===== src/rtl/core/flow_color_wheel_coder_defines.svh =====
// Assertion helpers for the flow color-wheel coder
`ifndef FLOW_COLOR_WHEEL_CODER_DEFINES_SVH
`define FLOW_COLOR_WHEEL_CODER_DEFINES_SVH

// same-cycle implication
`define FCWC_ASSERT_NOW(lbl, ante, cons, msg) \
   lbl: assert property (@(posedge clock) disable iff (reset) (ante) |-> (cons)) \
      else $error(msg);

// next-cycle implication
`define FCWC_ASSERT_NEXT(lbl, ante, cons, msg) \
   lbl: assert property (@(posedge clock) disable iff (reset) (ante) |=> (cons)) \
      else $error(msg);

`endif


===== src/rtl/core/fcwc_pkg.sv =====
`default_nettype none
package fcwc_pkg;

   localparam int WHEEL_LEN = 55;
   localparam int ATAN_LEN  = 24;
   localparam logic CSR_INV_MAX_RADIUS = 1'b0;

   localparam logic [23:0] WHEEL [0:WHEEL_LEN-1] = '{
      24'hFF0000, 24'hFF1100, 24'hFF2200, 24'hFF3300, 24'hFF4400, 24'hFF5500,
      24'hFF6600, 24'hFF7700, 24'hFF8800, 24'hFF9900, 24'hFFAA00, 24'hFFBB00,
      24'hFFCC00, 24'hFFDD00, 24'hFFEE00,
      24'hFFFF00, 24'hD5FF00, 24'hAAFF00, 24'h80FF00, 24'h55FF00, 24'h2BFF00,
      24'h00FF00, 24'h00FF3F, 24'h00FF7F, 24'h00FFBF,
      24'h00FFFF, 24'h00E8FF, 24'h00D1FF, 24'h00BAFF, 24'h00A3FF, 24'h008CFF,
      24'h0074FF, 24'h005DFF, 24'h0046FF, 24'h002FFF, 24'h0018FF,
      24'h0000FF, 24'h1300FF, 24'h2700FF, 24'h3A00FF, 24'h4E00FF, 24'h6200FF,
      24'h7500FF, 24'h8900FF, 24'h9C00FF, 24'hB000FF, 24'hC400FF, 24'hD700FF,
      24'hEB00FF,
      24'hFF00FF, 24'hFF00D5, 24'hFF00AA, 24'hFF0080, 24'hFF0055, 24'hFF002B
   };

   localparam logic [31:0] ATAN [0:ATAN_LEN-1] = '{
      32'd536870912, 32'd316933406, 32'd167458907, 32'd85004756, 32'd42667331,
      32'd21354465, 32'd10680862, 32'd5340245, 32'd2670163, 32'd1335087,
      32'd667544, 32'd333772, 32'd166886, 32'd83443, 32'd41721, 32'd20860,
      32'd10430, 32'd5215, 32'd2607, 32'd1303, 32'd651, 32'd325, 32'd162, 32'd81
   };

   typedef struct packed {
      logic        in_unit;
      logic [16:0] rad16;
   } radius_type;

   typedef struct packed {
      logic [5:0]  k0;
      logic [15:0] frac;
   } wheel_pos_type;

   typedef struct packed {
      logic          fv;
      radius_type    rad;
      wheel_pos_type pos;
   } shade_in_type;

endpackage
`default_nettype wire


===== src/rtl/core/fcwc_angle.sv =====
`default_nettype none
module fcwc_angle #(
   parameter int CORDIC_STAGES = 16
) (
   input  wire logic                  clock,
   input  wire logic                  en,
   input  wire logic signed [15:0]    flow_x,
   input  wire logic signed [15:0]    flow_y,
   output fcwc_pkg::wheel_pos_type    pos
);
   localparam int N  = (CORDIC_STAGES < fcwc_pkg::ATAN_LEN) ?
                       CORDIC_STAGES : fcwc_pkg::ATAN_LEN;
   localparam int XW = 36;

   logic signed [XW-1:0] x_ff [0:N];
   logic signed [XW-1:0] y_ff [0:N];
   logic [31:0]          z_ff [0:N];
   logic                 spec_ff [0:N];
   logic signed [XW-1:0] xs, ys, x0_in, y0_in;
   logic [31:0]          z0_in;
   logic [31:0]          u;
   logic [37:0]          prod;
   fcwc_pkg::wheel_pos_type pos_ff, pos_in;

   always_comb begin
      xs = (XW'(0) - {{(XW-16){flow_x[15]}}, flow_x}) <<< 16;
      ys = (XW'(0) - {{(XW-16){flow_y[15]}}, flow_y}) <<< 16;
      x0_in = xs;
      y0_in = ys;
      z0_in = 32'h0000_0000;
      if (xs < 0) begin
         if (ys >= 0) begin
            x0_in = ys;
            y0_in = -xs;
            z0_in = 32'h4000_0000;
         end else begin
            x0_in = -ys;
            y0_in = xs;
            z0_in = 32'hC000_0000;
         end
      end
   end

   always_ff @(posedge clock) begin
      if (en) begin
         x_ff[0]    <= x0_in;
         y_ff[0]    <= y0_in;
         z_ff[0]    <= z0_in;
         // negated flow on the negative real axis
         spec_ff[0] <= (flow_y == 16'sd0) && !flow_x[15] && (flow_x != 16'sd0);
      end
   end

   for (genvar i = 0; i < N; i++) begin : g_cordic
      always_ff @(posedge clock) begin
         if (en) begin
            spec_ff[i+1] <= spec_ff[i];
            if (!y_ff[i][XW-1]) begin
               x_ff[i+1] <= x_ff[i] + (y_ff[i] >>> i);
               y_ff[i+1] <= y_ff[i] - (x_ff[i] >>> i);
               z_ff[i+1] <= z_ff[i] + fcwc_pkg::ATAN[i];
            end else begin
               x_ff[i+1] <= x_ff[i] - (y_ff[i] >>> i);
               y_ff[i+1] <= y_ff[i] + (x_ff[i] >>> i);
               z_ff[i+1] <= z_ff[i] - fcwc_pkg::ATAN[i];
            end
         end
      end
   end

   always_comb begin
      u    = (spec_ff[N] ? 32'h8000_0000 : z_ff[N]) + 32'h8000_0000;
      prod = {6'd0, u} * 38'd54;
      pos_in.k0   = (prod[37:32] > 6'd53) ? 6'd53 : prod[37:32];
      pos_in.frac = prod[31:16];
   end

   always_ff @(posedge clock) begin
      if (en) pos_ff <= pos_in;
   end

   assign pos = pos_ff;

endmodule
`default_nettype wire


===== config.mk =====
export PLATFORM = sky130hd
export DESIGN_NAME = fcwc_angle
export DESIGN_NICKNAME = d
export VERILOG_FILES = /design/src/rtl/core/flow_color_wheel_coder_defines.svh /design/src/rtl/core/fcwc_pkg.sv /design/src/rtl/core/fcwc_angle.sv
export SDC_FILE = /design/constraint.sdc
export NUM_CORES = 2
export LEC_CHECK = 0
export BUFFER_PORTS_ARGS = -buffer_cell sky130_fd_sc_hd__buf_2
export CELL_PAD_IN_SITES_DETAIL_PLACEMENT = 1
export CELL_PAD_IN_SITES_GLOBAL_PLACEMENT = 1
export CORE_MARGIN = 1.5
export CORE_UTILIZATION = 56
export DETAILED_ROUTE_END_ITERATION = 16
export PLACE_DENSITY = 0.87
export SYNTH_ARGS = -nofsm -noshare
export SYNTH_HDL_FRONTEND = slang
export SYNTH_SLANG_ARGS = --single-unit

===== constraint.sdc =====
create_clock -name clock -period 8.3 [get_ports clock]
set_input_delay 0.83 -clock clock [delete_from_list [all_inputs] [get_ports clock]]
set_output_delay 0.83 -clock clock [all_outputs]
set_load 0.03 [all_outputs]

==> run metrics <==
Die W approximately 460 um; global-route wire length before repair around 570000 um; Hold Buf Count CTS 0; Starting Density 0.564; 1st-pass router iterations 8; Final setup viols 0; most common cell in the netlist edfxtp_1; DP Worst Slack 1750 ps; DP Wirelength ~290000 um; top cells by area, synth edfxtp_1 (35%), ha_1 (15%), xnor2_1 (8.7%), a21oi_1 (4.8%), xor2_1 (4.8%); Max-cap violations 0; maximum clock insertion buffer count 3; layout cell share with drive strength beyond 1 0.0429; crit path cell chain nor4_1 > nor4b_1 > nand2_1 > o21ai_0 > xor2_1 > ha_1 > o21ai_0 > a21oi_1 > a221o_1 > a31oi_1 > a311oi_1 > buf_4 > a221o_1 > a21oi_1 > nor2b_1 > o21a_1 > nor2_1 > a21oi_1 > xnor2_1; Ports 56; sequential cell area fraction in the yosys report 0.353; CTS tree yes; RSZ-0062 raised after global routing no; largest net degree at the start of global routing between 150 and 200; Routability Congestion 1.01; gr usage total 0.335; WP data required ~8900 ps; final worst-path cycle share 0.777; clk_lat worst skew 870 ps; Yosys top cell by area edfxtp_1; Layout area overhead 7.86%; CTS root buffer clkbuf_16; gr ovfl total 0; Top FF cell, synth edfxtp_1; Final TNS setup 0 ps; H-tree depth 4; Critical-path top delay cell nor4b_1; Core Area approximately 210000 sq um; Syn Area/Cell 9.56 sq um; cts bufs inserted 168; Post-synth ARST share 0; synth warn 0; vias per cell around 6.3; crit-path max FO 12; final worst slack 1850 ps; placed cell count between 15000 and 20000; Netlist cell types 96; outcome complete, no violations; initial antenna violation count 3; Layout Cells excl Fill between 15000 and 20000; Period minus WS final 6450 ps; Commonest cells post-synth edfxtp_1 (1387), ha_1 (1384), xnor2_1 (1179); final net count between 10000 and 15000; EDFF count, synth between 1000 and 1500; most frequent CP cell a21oi_1; post-route antenna net violation count 0; #FFs+latches synth about 1400; vias in the first global route around 100k; WP data arrival 7060 ps; Cell Area, Synth between 100000 and 150000 sq um; clk_skew between 30 and 40 ps; Setup CP Type reg -> reg; Hold WC Path Type in -> reg; area fraction of the dominant cell type after synthesis 0.353; slew of the pin with the lowest slew margin between 1000 and 1500 ps; Clock transition at path regs around 60 ps; CP Capture Type flop; row count roughly 170; routed len/inst around 24 um; Detailed Route WL between 300000 and 400000 um; initial detailed-routing violation count 6330; Slew HR 0.185; fin util 0.608; clk sinks about 1400; Max Clk Rate about 150 MHz; Startpoint Class flop; die extent in y between 400 and 500 um; post-CTS setup buffers 0; fin. max-slew vios 0; CP max stage delay approximately 810 ps; die area around 210000 sq um; I/O Buffers 55; Post-Syn Instances 12350; Hold Fails Final Rpt 0; routed vias 97782; DRC 0; post_cts resized 0
-- layer usage --
layer | GRT usage | vias up | part of all wire
met1 | 0.387 | 48551 | 0.40
met4 | 0.174 | 2 | 0.054
met2 | 0.606 | 2650 | 0.50
met3 | 0.0404 | 927 | 0.048
li1 | - | 45652 | -
met5 | 0 | - | 0.000033
-- flip-flops by register name (all words and copies together), names as in the netlist --
signal / cells
z_ff: 441
x_ff: 446
pos: 22
y_ff: 461
spec_ff: 17
-- through the flow --
stage               hold slack, ps  instance area [sq um]
finish                         336                 127000
floorplan                      400                 118000
global route                   329                 127000
detailed placement             409                 122000
global placement               402                 122000
CTS                            285                 127000
-- cells in the final DEF, fill, tap and decap left out, types with 98 or more instances in the layout --
| cell | Yosys | final |
|---|---|---|
| o31ai_1 | 151 | 151 |
| or3_1 | 113 | 113 |
| ha_1 | 1384 | 1384 |
| a21oi_1 | 1139 | 1139 |
| nand2b_1 | 234 | 234 |
| inv_1 | 531 | 530 |
| o21a_1 | 192 | 192 |
| nor2b_1 | 169 | 169 |
| xor2_1 | 649 | 649 |
| xnor2_1 | 1179 | 1179 |
| edfxtp_1 | 1387 | 1387 |
| clkbuf_16 | 0 | 168 |
| o21ai_0 | 734 | 734 |
| nand3_1 | 203 | 203 |
| nand2_1 | 763 | 763 |
| o21bai_1 | 145 | 145 |
| nor2_1 | 1037 | 1037 |
| a21o_1 | 485 | 485 |
| nor3_1 | 335 | 335 |
| and3_1 | 98 | 98 |
-- critical path: cells and delay by family (launching register included) --
kind,cells,cell delay [ps]
buffers and inverters,1,190
DFF,1,550
AOI/OAI and AO/OA,10,2490
xor gates and xnor gates,2,530
adders and majority gates,1,360
and+or+nand+nor,5,2070
-- final cells by class --
type / count / area (sq um)
Multi-Input combinational cell: 10238 / 73700
Clock inverter: 122 / 1310
Sequential cell: 1387 / 41600
Fill cell: 23512 / 82200
Timing Repair Buffer: 125 / 878
Antenna cell: 2 / 5.00
Clock buffer: 190 / 4290
Inverter: 538 / 2020
Tap cell: 2805 / 3510
-- logic make-up after synthesis --
| group | Yosys count | synth area share |
|---|---|---|
| compound gates | 3493 | 0.187 |
| mux | 59 | 0.00516 |
| other cells | 1 | 0.0000318 |
| xor+xnor | 1828 | 0.136 |
| simple gates | 3405 | 0.139 |
| flops | 1387 | 0.353 |
| fa+ha+maj | 1449 | 0.158 |
| buf+inv | 728 | 0.0232 |
-- worst paths after layout --
path	from	to	slack [ps]	cells after the start
hold reg to reg	spec_ff[0][5]	spec_ff[0][6]	420	0
hold / removal	flow_y[15]	spec_ff[0][0]	340	2
setup reg to reg	y_ff[13][16]	x_ff[14][35]	1850	19
setup / recovery	y_ff[13][16]	x_ff[14][35]	1850	19
Power is not shown: default switching activity piles up to over one toggle a cycle in this logic, so the estimate is an artifact.
