===== src/rtl/core/flow_color_wheel_coder_defines.svh =====
// Assertion helpers for the flow color-wheel coder
`ifndef FLOW_COLOR_WHEEL_CODER_DEFINES_SVH
`define FLOW_COLOR_WHEEL_CODER_DEFINES_SVH

// same-cycle implication
`define FCWC_ASSERT_NOW(lbl, ante, cons, msg) \
   lbl: assert property (@(posedge clock) disable iff (reset) (ante) |-> (cons)) \
      else $error(msg);

// next-cycle implication
`define FCWC_ASSERT_NEXT(lbl, ante, cons, msg) \
   lbl: assert property (@(posedge clock) disable iff (reset) (ante) |=> (cons)) \
      else $error(msg);

`endif


===== src/rtl/core/fcwc_pkg.sv =====
`default_nettype none
package fcwc_pkg;

   localparam int WHEEL_LEN = 55;
   localparam int ATAN_LEN  = 24;
   localparam logic CSR_INV_MAX_RADIUS = 1'b0;

   localparam logic [23:0] WHEEL [0:WHEEL_LEN-1] = '{
      24'hFF0000, 24'hFF1100, 24'hFF2200, 24'hFF3300, 24'hFF4400, 24'hFF5500,
      24'hFF6600, 24'hFF7700, 24'hFF8800, 24'hFF9900, 24'hFFAA00, 24'hFFBB00,
      24'hFFCC00, 24'hFFDD00, 24'hFFEE00,
      24'hFFFF00, 24'hD5FF00, 24'hAAFF00, 24'h80FF00, 24'h55FF00, 24'h2BFF00,
      24'h00FF00, 24'h00FF3F, 24'h00FF7F, 24'h00FFBF,
      24'h00FFFF, 24'h00E8FF, 24'h00D1FF, 24'h00BAFF, 24'h00A3FF, 24'h008CFF,
      24'h0074FF, 24'h005DFF, 24'h0046FF, 24'h002FFF, 24'h0018FF,
      24'h0000FF, 24'h1300FF, 24'h2700FF, 24'h3A00FF, 24'h4E00FF, 24'h6200FF,
      24'h7500FF, 24'h8900FF, 24'h9C00FF, 24'hB000FF, 24'hC400FF, 24'hD700FF,
      24'hEB00FF,
      24'hFF00FF, 24'hFF00D5, 24'hFF00AA, 24'hFF0080, 24'hFF0055, 24'hFF002B
   };

   localparam logic [31:0] ATAN [0:ATAN_LEN-1] = '{
      32'd536870912, 32'd316933406, 32'd167458907, 32'd85004756, 32'd42667331,
      32'd21354465, 32'd10680862, 32'd5340245, 32'd2670163, 32'd1335087,
      32'd667544, 32'd333772, 32'd166886, 32'd83443, 32'd41721, 32'd20860,
      32'd10430, 32'd5215, 32'd2607, 32'd1303, 32'd651, 32'd325, 32'd162, 32'd81
   };

   typedef struct packed {
      logic        in_unit;
      logic [16:0] rad16;
   } radius_type;

   typedef struct packed {
      logic [5:0]  k0;
      logic [15:0] frac;
   } wheel_pos_type;

   typedef struct packed {
      logic          fv;
      radius_type    rad;
      wheel_pos_type pos;
   } shade_in_type;

endpackage
`default_nettype wire


===== src/rtl/core/fcwc_shade.sv =====
`default_nettype none
module fcwc_shade (
   input  wire logic                clock,
   input  wire logic                en,
   input  fcwc_pkg::shade_in_type   in_s,
   output logic [7:0]               red,
   output logic [7:0]               green,
   output logic [7:0]               blue
);
   logic [23:0] c_ff [0:2];
   logic [23:0] c_in [0:2];
   logic [7:0]  v_ff [0:2];
   logic [7:0]  v_in [0:2];
   logic        fv_ff, inside_ff;
   logic [16:0] rad16_ff;
   logic [23:0] col0, col1;

   always_comb begin
      col0 = fcwc_pkg::WHEEL[in_s.pos.k0];
      col1 = fcwc_pkg::WHEEL[in_s.pos.k0 + 6'd1];
   end

   for (genvar ch = 0; ch < 3; ch++) begin : g_ch
      logic [24:0] c_sum;
      logic [23:0] diff;
      logic [40:0] p;
      logic [39:0] lit;
      logic [25:0] dim;
      always_comb begin
         c_sum = {8'd0, 17'd65536 - {1'b0, in_s.pos.frac}} * {17'd0, col0[(2-ch)*8 +: 8]}
               + {9'd0, in_s.pos.frac} * {17'd0, col1[(2-ch)*8 +: 8]};
         c_in[ch] = c_sum[23:0];
         diff = 24'hFF0000 - c_ff[ch];
         p    = {24'd0, rad16_ff} * {17'd0, diff};
         lit  = 40'hFF_0000_0000 - p[39:0];
         dim  = 26'd3 * {2'd0, c_ff[ch]};
         if (!fv_ff) v_in[ch] = 8'd0;
         else if (inside_ff) v_in[ch] = lit[39:32];
         else v_in[ch] = dim[25:18];
      end
      always_ff @(posedge clock) begin
         if (en) begin
            c_ff[ch] <= c_in[ch];
            v_ff[ch] <= v_in[ch];
         end
      end
   end

   always_ff @(posedge clock) begin
      if (en) begin
         fv_ff     <= in_s.fv;
         inside_ff <= in_s.rad.in_unit;
         rad16_ff  <= in_s.rad.rad16;
      end
   end

   assign red   = v_ff[0];
   assign green = v_ff[1];
   assign blue  = v_ff[2];

endmodule
`default_nettype wire


===== config.mk =====
export PLATFORM = sky130hd
export DESIGN_NAME = fcwc_shade
export DESIGN_NICKNAME = d
export VERILOG_FILES = /design/src/rtl/core/flow_color_wheel_coder_defines.svh /design/src/rtl/core/fcwc_pkg.sv /design/src/rtl/core/fcwc_shade.sv
export SDC_FILE = /design/constraint.sdc
export NUM_CORES = 2
export LEC_CHECK = 0
export BUFFER_PORTS_ARGS = -buffer_cell sky130_fd_sc_hd__buf_2
export CORE_MARGIN = 2
export CORE_UTILIZATION = 30
export DETAILED_ROUTE_END_ITERATION = 8
export HOLD_SLACK_MARGIN = 0.06
export PLACE_DENSITY = 0.42
export SETUP_SLACK_MARGIN = 0.2
export SLEW_MARGIN = 25
export SYNTH_ARGS = -nofsm -noshare
export SYNTH_HDL_FRONTEND = slang
export SYNTH_SLANG_ARGS = --single-unit
export TNS_END_PERCENT = 10

===== constraint.sdc =====
create_clock -name clock -period 12.85 [get_ports clock]
set_clock_uncertainty 0.2 [all_clocks]
set_input_delay 0 -clock clock [delete_from_list [all_inputs] [get_ports clock]]
set_output_delay 0 -clock clock [all_outputs]
set_load 0.01 [all_outputs]

==> flow_metrics.py <==
metrics = {
    "global_routing": {
        "grt_pass1_vias": 56200,
        "grt_max_degree": 70,
        "grt_overflow": 0,
        "grt_antenna_before_repair": 19,
        "grt_pass1_wl_um": 328000,
        "grtUsageTotal_pct": 17.3,
    },
    "sta": {
        "tightest_slew_ps": 1060,
        "maxSlewHeadroom_pct": 29.0,
        "setup_viol": 0,
        "max_clock_freq_mhz": 105,
        "final.min_clock_period_ps": 9530,
        "final-max-slew-violation-count": 0,
        "rsz0062_at_grt": "no",
        "final_hold_viol_count": 0,
        "post-route-period-util_pct": 74.2,
        "setup_ws_ps": 3320,
        "tns_ps": 0,
        "whs_ps": 114,
    },
    "floorplanning": {
        "die_w_um": 492,
        "dieArea_mm2": 0.242,
        "core_area_mm2": 0.237,
        "die_h_um": 492,
        "rows": 179,
        "pin_count": 67,
        "initial_utilization_pct": 30.1,
    },
    "logic_synthesis": {
        "synth_nets": 10400,
        "synth_common_cells": "inv_1, fa_1, nand2_1",
        "synth_area_per_cell_um2": 8.95,
        "syn-instance-count": 7985,
        "synth_edf_count": 115,
        "synthArstFlopShare_pct": 0,
        "post-synth-top-count-cell": "inv_1",
        "netlist_area_mm2": 0.0715,
        "synth_top_area_share_pct": 45.9,
        "synthFlopType": "edfxtp_1",
        "ys_types": 78,
        "yosysWarnings": 0,
        "ys_seq_area_share_pct": 4.83,
        "ys_top_cells_by_area": "fa_1, ha_1, inv_1",
        "ys_seq_elements": 115,
        "synth_top_area_cell": "fa_1",
    },
    "clock_network": {
        "clk-insertion-delay-late_ps": 500,
        "root_buffer": "clkbuf_16",
        "cts_tree": "yes",
        "cts.clk_slew.worst_paths_ps": 60,
        "cts_buffer_depth": 2,
        "cts_buffers": 17,
        "cts_max_level": 4,
        "clock-sinks": 115,
    },
    "critical_path": {
        "worstPathRequired_ps": 12880,
        "slowest_delay_ps": 890,
        "r2r_cells": 30,
        "arrival_ps": 9560,
        "r2r_slack_ps": 3320,
        "criticalPathCategory": "reg2reg",
        "worstSetupEndpointType": "register",
        "critical_path_buf_inv_count": 5,
        "cp-start-kind": "register",
        "cpMaxStageDelayCell": "edfxtp_1",
        "crit_top_cell": "fa_1",
        "cp_max_fo": 21,
        "r2r-start": "c_ff[0][0]$_DFFE_PP_",
        "timing.rr.end": "v_ff[0][7]$_SDFFCE_PN0P_",
        "cpLargestDelayFamily": "adder cells",
    },
    "route": {
        "ant_nets": 0,
        "wirelength_um": 202000,
        "drcViolationCount": 0,
        "wl_per_cell_um": 18.2,
        "vias": 50700,
        "drt_iter0_markers": 2054,
        "vias_per_cell": 4.57,
        "drt-pass1-iter-count": 7,
    },
    "cells_and_area": {
        "syn_to_final_growth_pct": 7.52,
        "nNetsFinal": 10400,
        "n_fill_cell": 25200,
        "drive_gt1_share_pct": 3.83,
    },
    "min_path": {
        "hp-class": "in2reg",
        "hold-path-endpoint": "rad16_ff[12]$_DFFE_PP_",
        "whs_path_depth": 2,
        "min_from": "in_s[34]",
    },
    "outcome": {
        "outcome": "finished clean",
    },
    "place": {
        "hpwl_um": 162000,
        "place.gp.congestion": 0.813,
        "io_buffers": 66,
        "dpl_worst_slack_ps": 3410,
    },
    "run": {
        "drv_cap": 0,
    },
}
-- kinds of logic after synthesis --
| group | count (synthesis) | share of synthesized area [%] |
|---|---|---|
| muxes | 5 | 0.0700 |
| xor gates and xnor gates | 220 | 2.70 |
| and+or+nand+nor | 2379 | 16.2 |
| buffers and inverters | 2388 | 12.6 |
| AOI/OAI and AO/OA | 484 | 4.49 |
| DFF | 115 | 4.83 |
| adders and majority gates | 2394 | 59.1 |
-- layout by cell type, fill, tap and decap left out, types with 80 or more instances in the layout --
| cell type | netlist | final |
|---|---|---|
| a21oi_1 | 134 | 132 |
| and2_1 | 837 | 837 |
| buf_4 | 0 | 159 |
| edfxtp_1 | 115 | 115 |
| fa_1 | 1638 | 1638 |
| ha_1 | 756 | 756 |
| inv_1 | 2038 | 2038 |
| nand2_1 | 1174 | 1174 |
| nor2_1 | 115 | 114 |
| o21ai_0 | 81 | 80 |
| xnor2_1 | 168 | 157 |
-- cell type report --
class                           instances  area [um2]  share of cell area (%)
Tap cell                             3167        3960                    5.16
Antenna cell                            3        7.51                 0.00977
Clock buffer                           18         429                   0.558
Sequential cell                       115        3450                    4.49
Multi-Input combinational cell       5482       59200                    77.1
Clock inverter                         13         183                   0.238
Inverter                             2038        7650                    9.95
Timing Repair Buffer                  264        1920                    2.50
-- per-layer routing --
| metal | up-vias | global-route usage [%] | share of wire (%) |
|---|---|---|---|
| met4 | 20 | 3.36 | 1.9 |
| met2 | 762 | 29.5 | 49 |
| met5 | - | 0 | 0.062 |
| met3 | 184 | 1.56 | 3.0 |
| li1 | 23300 | - | - |
| met1 | 26400 | 24.0 | 46 |
-- timing repair --
item	CTS	global route
endpoints found under the hold margin	65	0
endpoints found under the setup margin	0	0
buffers inserted	0	0
resized for setup	0	0
hold buffers	38	0
-- metrics by stage --
stage	area, um2	utilization [%]	instances
3_3_place_gp	75800	31.9	11000
2_1_floorplan	71500	-	7985
6_report	76800	32.4	11100
4_1_cts	76800	32.4	11100
3_5_place_dp	75800	31.9	11000
5_1_grt	76800	32.4	11100
-- worst max path at each step --
stage,slack [ps],startpoint,endpoint,depth (start not counted)
6_report,3320,c_ff[0][0]$_DFFE_PP_,v_ff[0][7]$_SDFFCE_PN0P_,30
5_1_grt,2740,c_ff[0][0]$_DFFE_PP_,v_ff[0][7]$_SDFFCE_PN0P_,30
4_1_cts,3390,c_ff[0][0]$_DFFE_PP_,v_ff[0][7]$_SDFFCE_PN0P_,30
3_5_place_dp,3410,c_ff[0][0]$_DFFE_PP_,v_ff[0][7]$_SDFFCE_PN0P_,30
3_3_place_gp,3130,c_ff[0][24]$_DFFE_PP_,v_ff[0][15]$_SDFFCE_PN0P_,30
2_1_floorplan,4740,c_ff[0][24]$_DFFE_PP_,v_ff[0][13]$_SDFFCE_PN0P_,33
-- state kept, by name, indices dropped and copies added (netlist names) --
signal and count:
fv_ff 1, c_ff 72, inside_ff 1, v_ff 24
rad16_ff 17
Power is not shown: default switching activity piles up to over one toggle a cycle in this logic, so the estimate is an artifact.
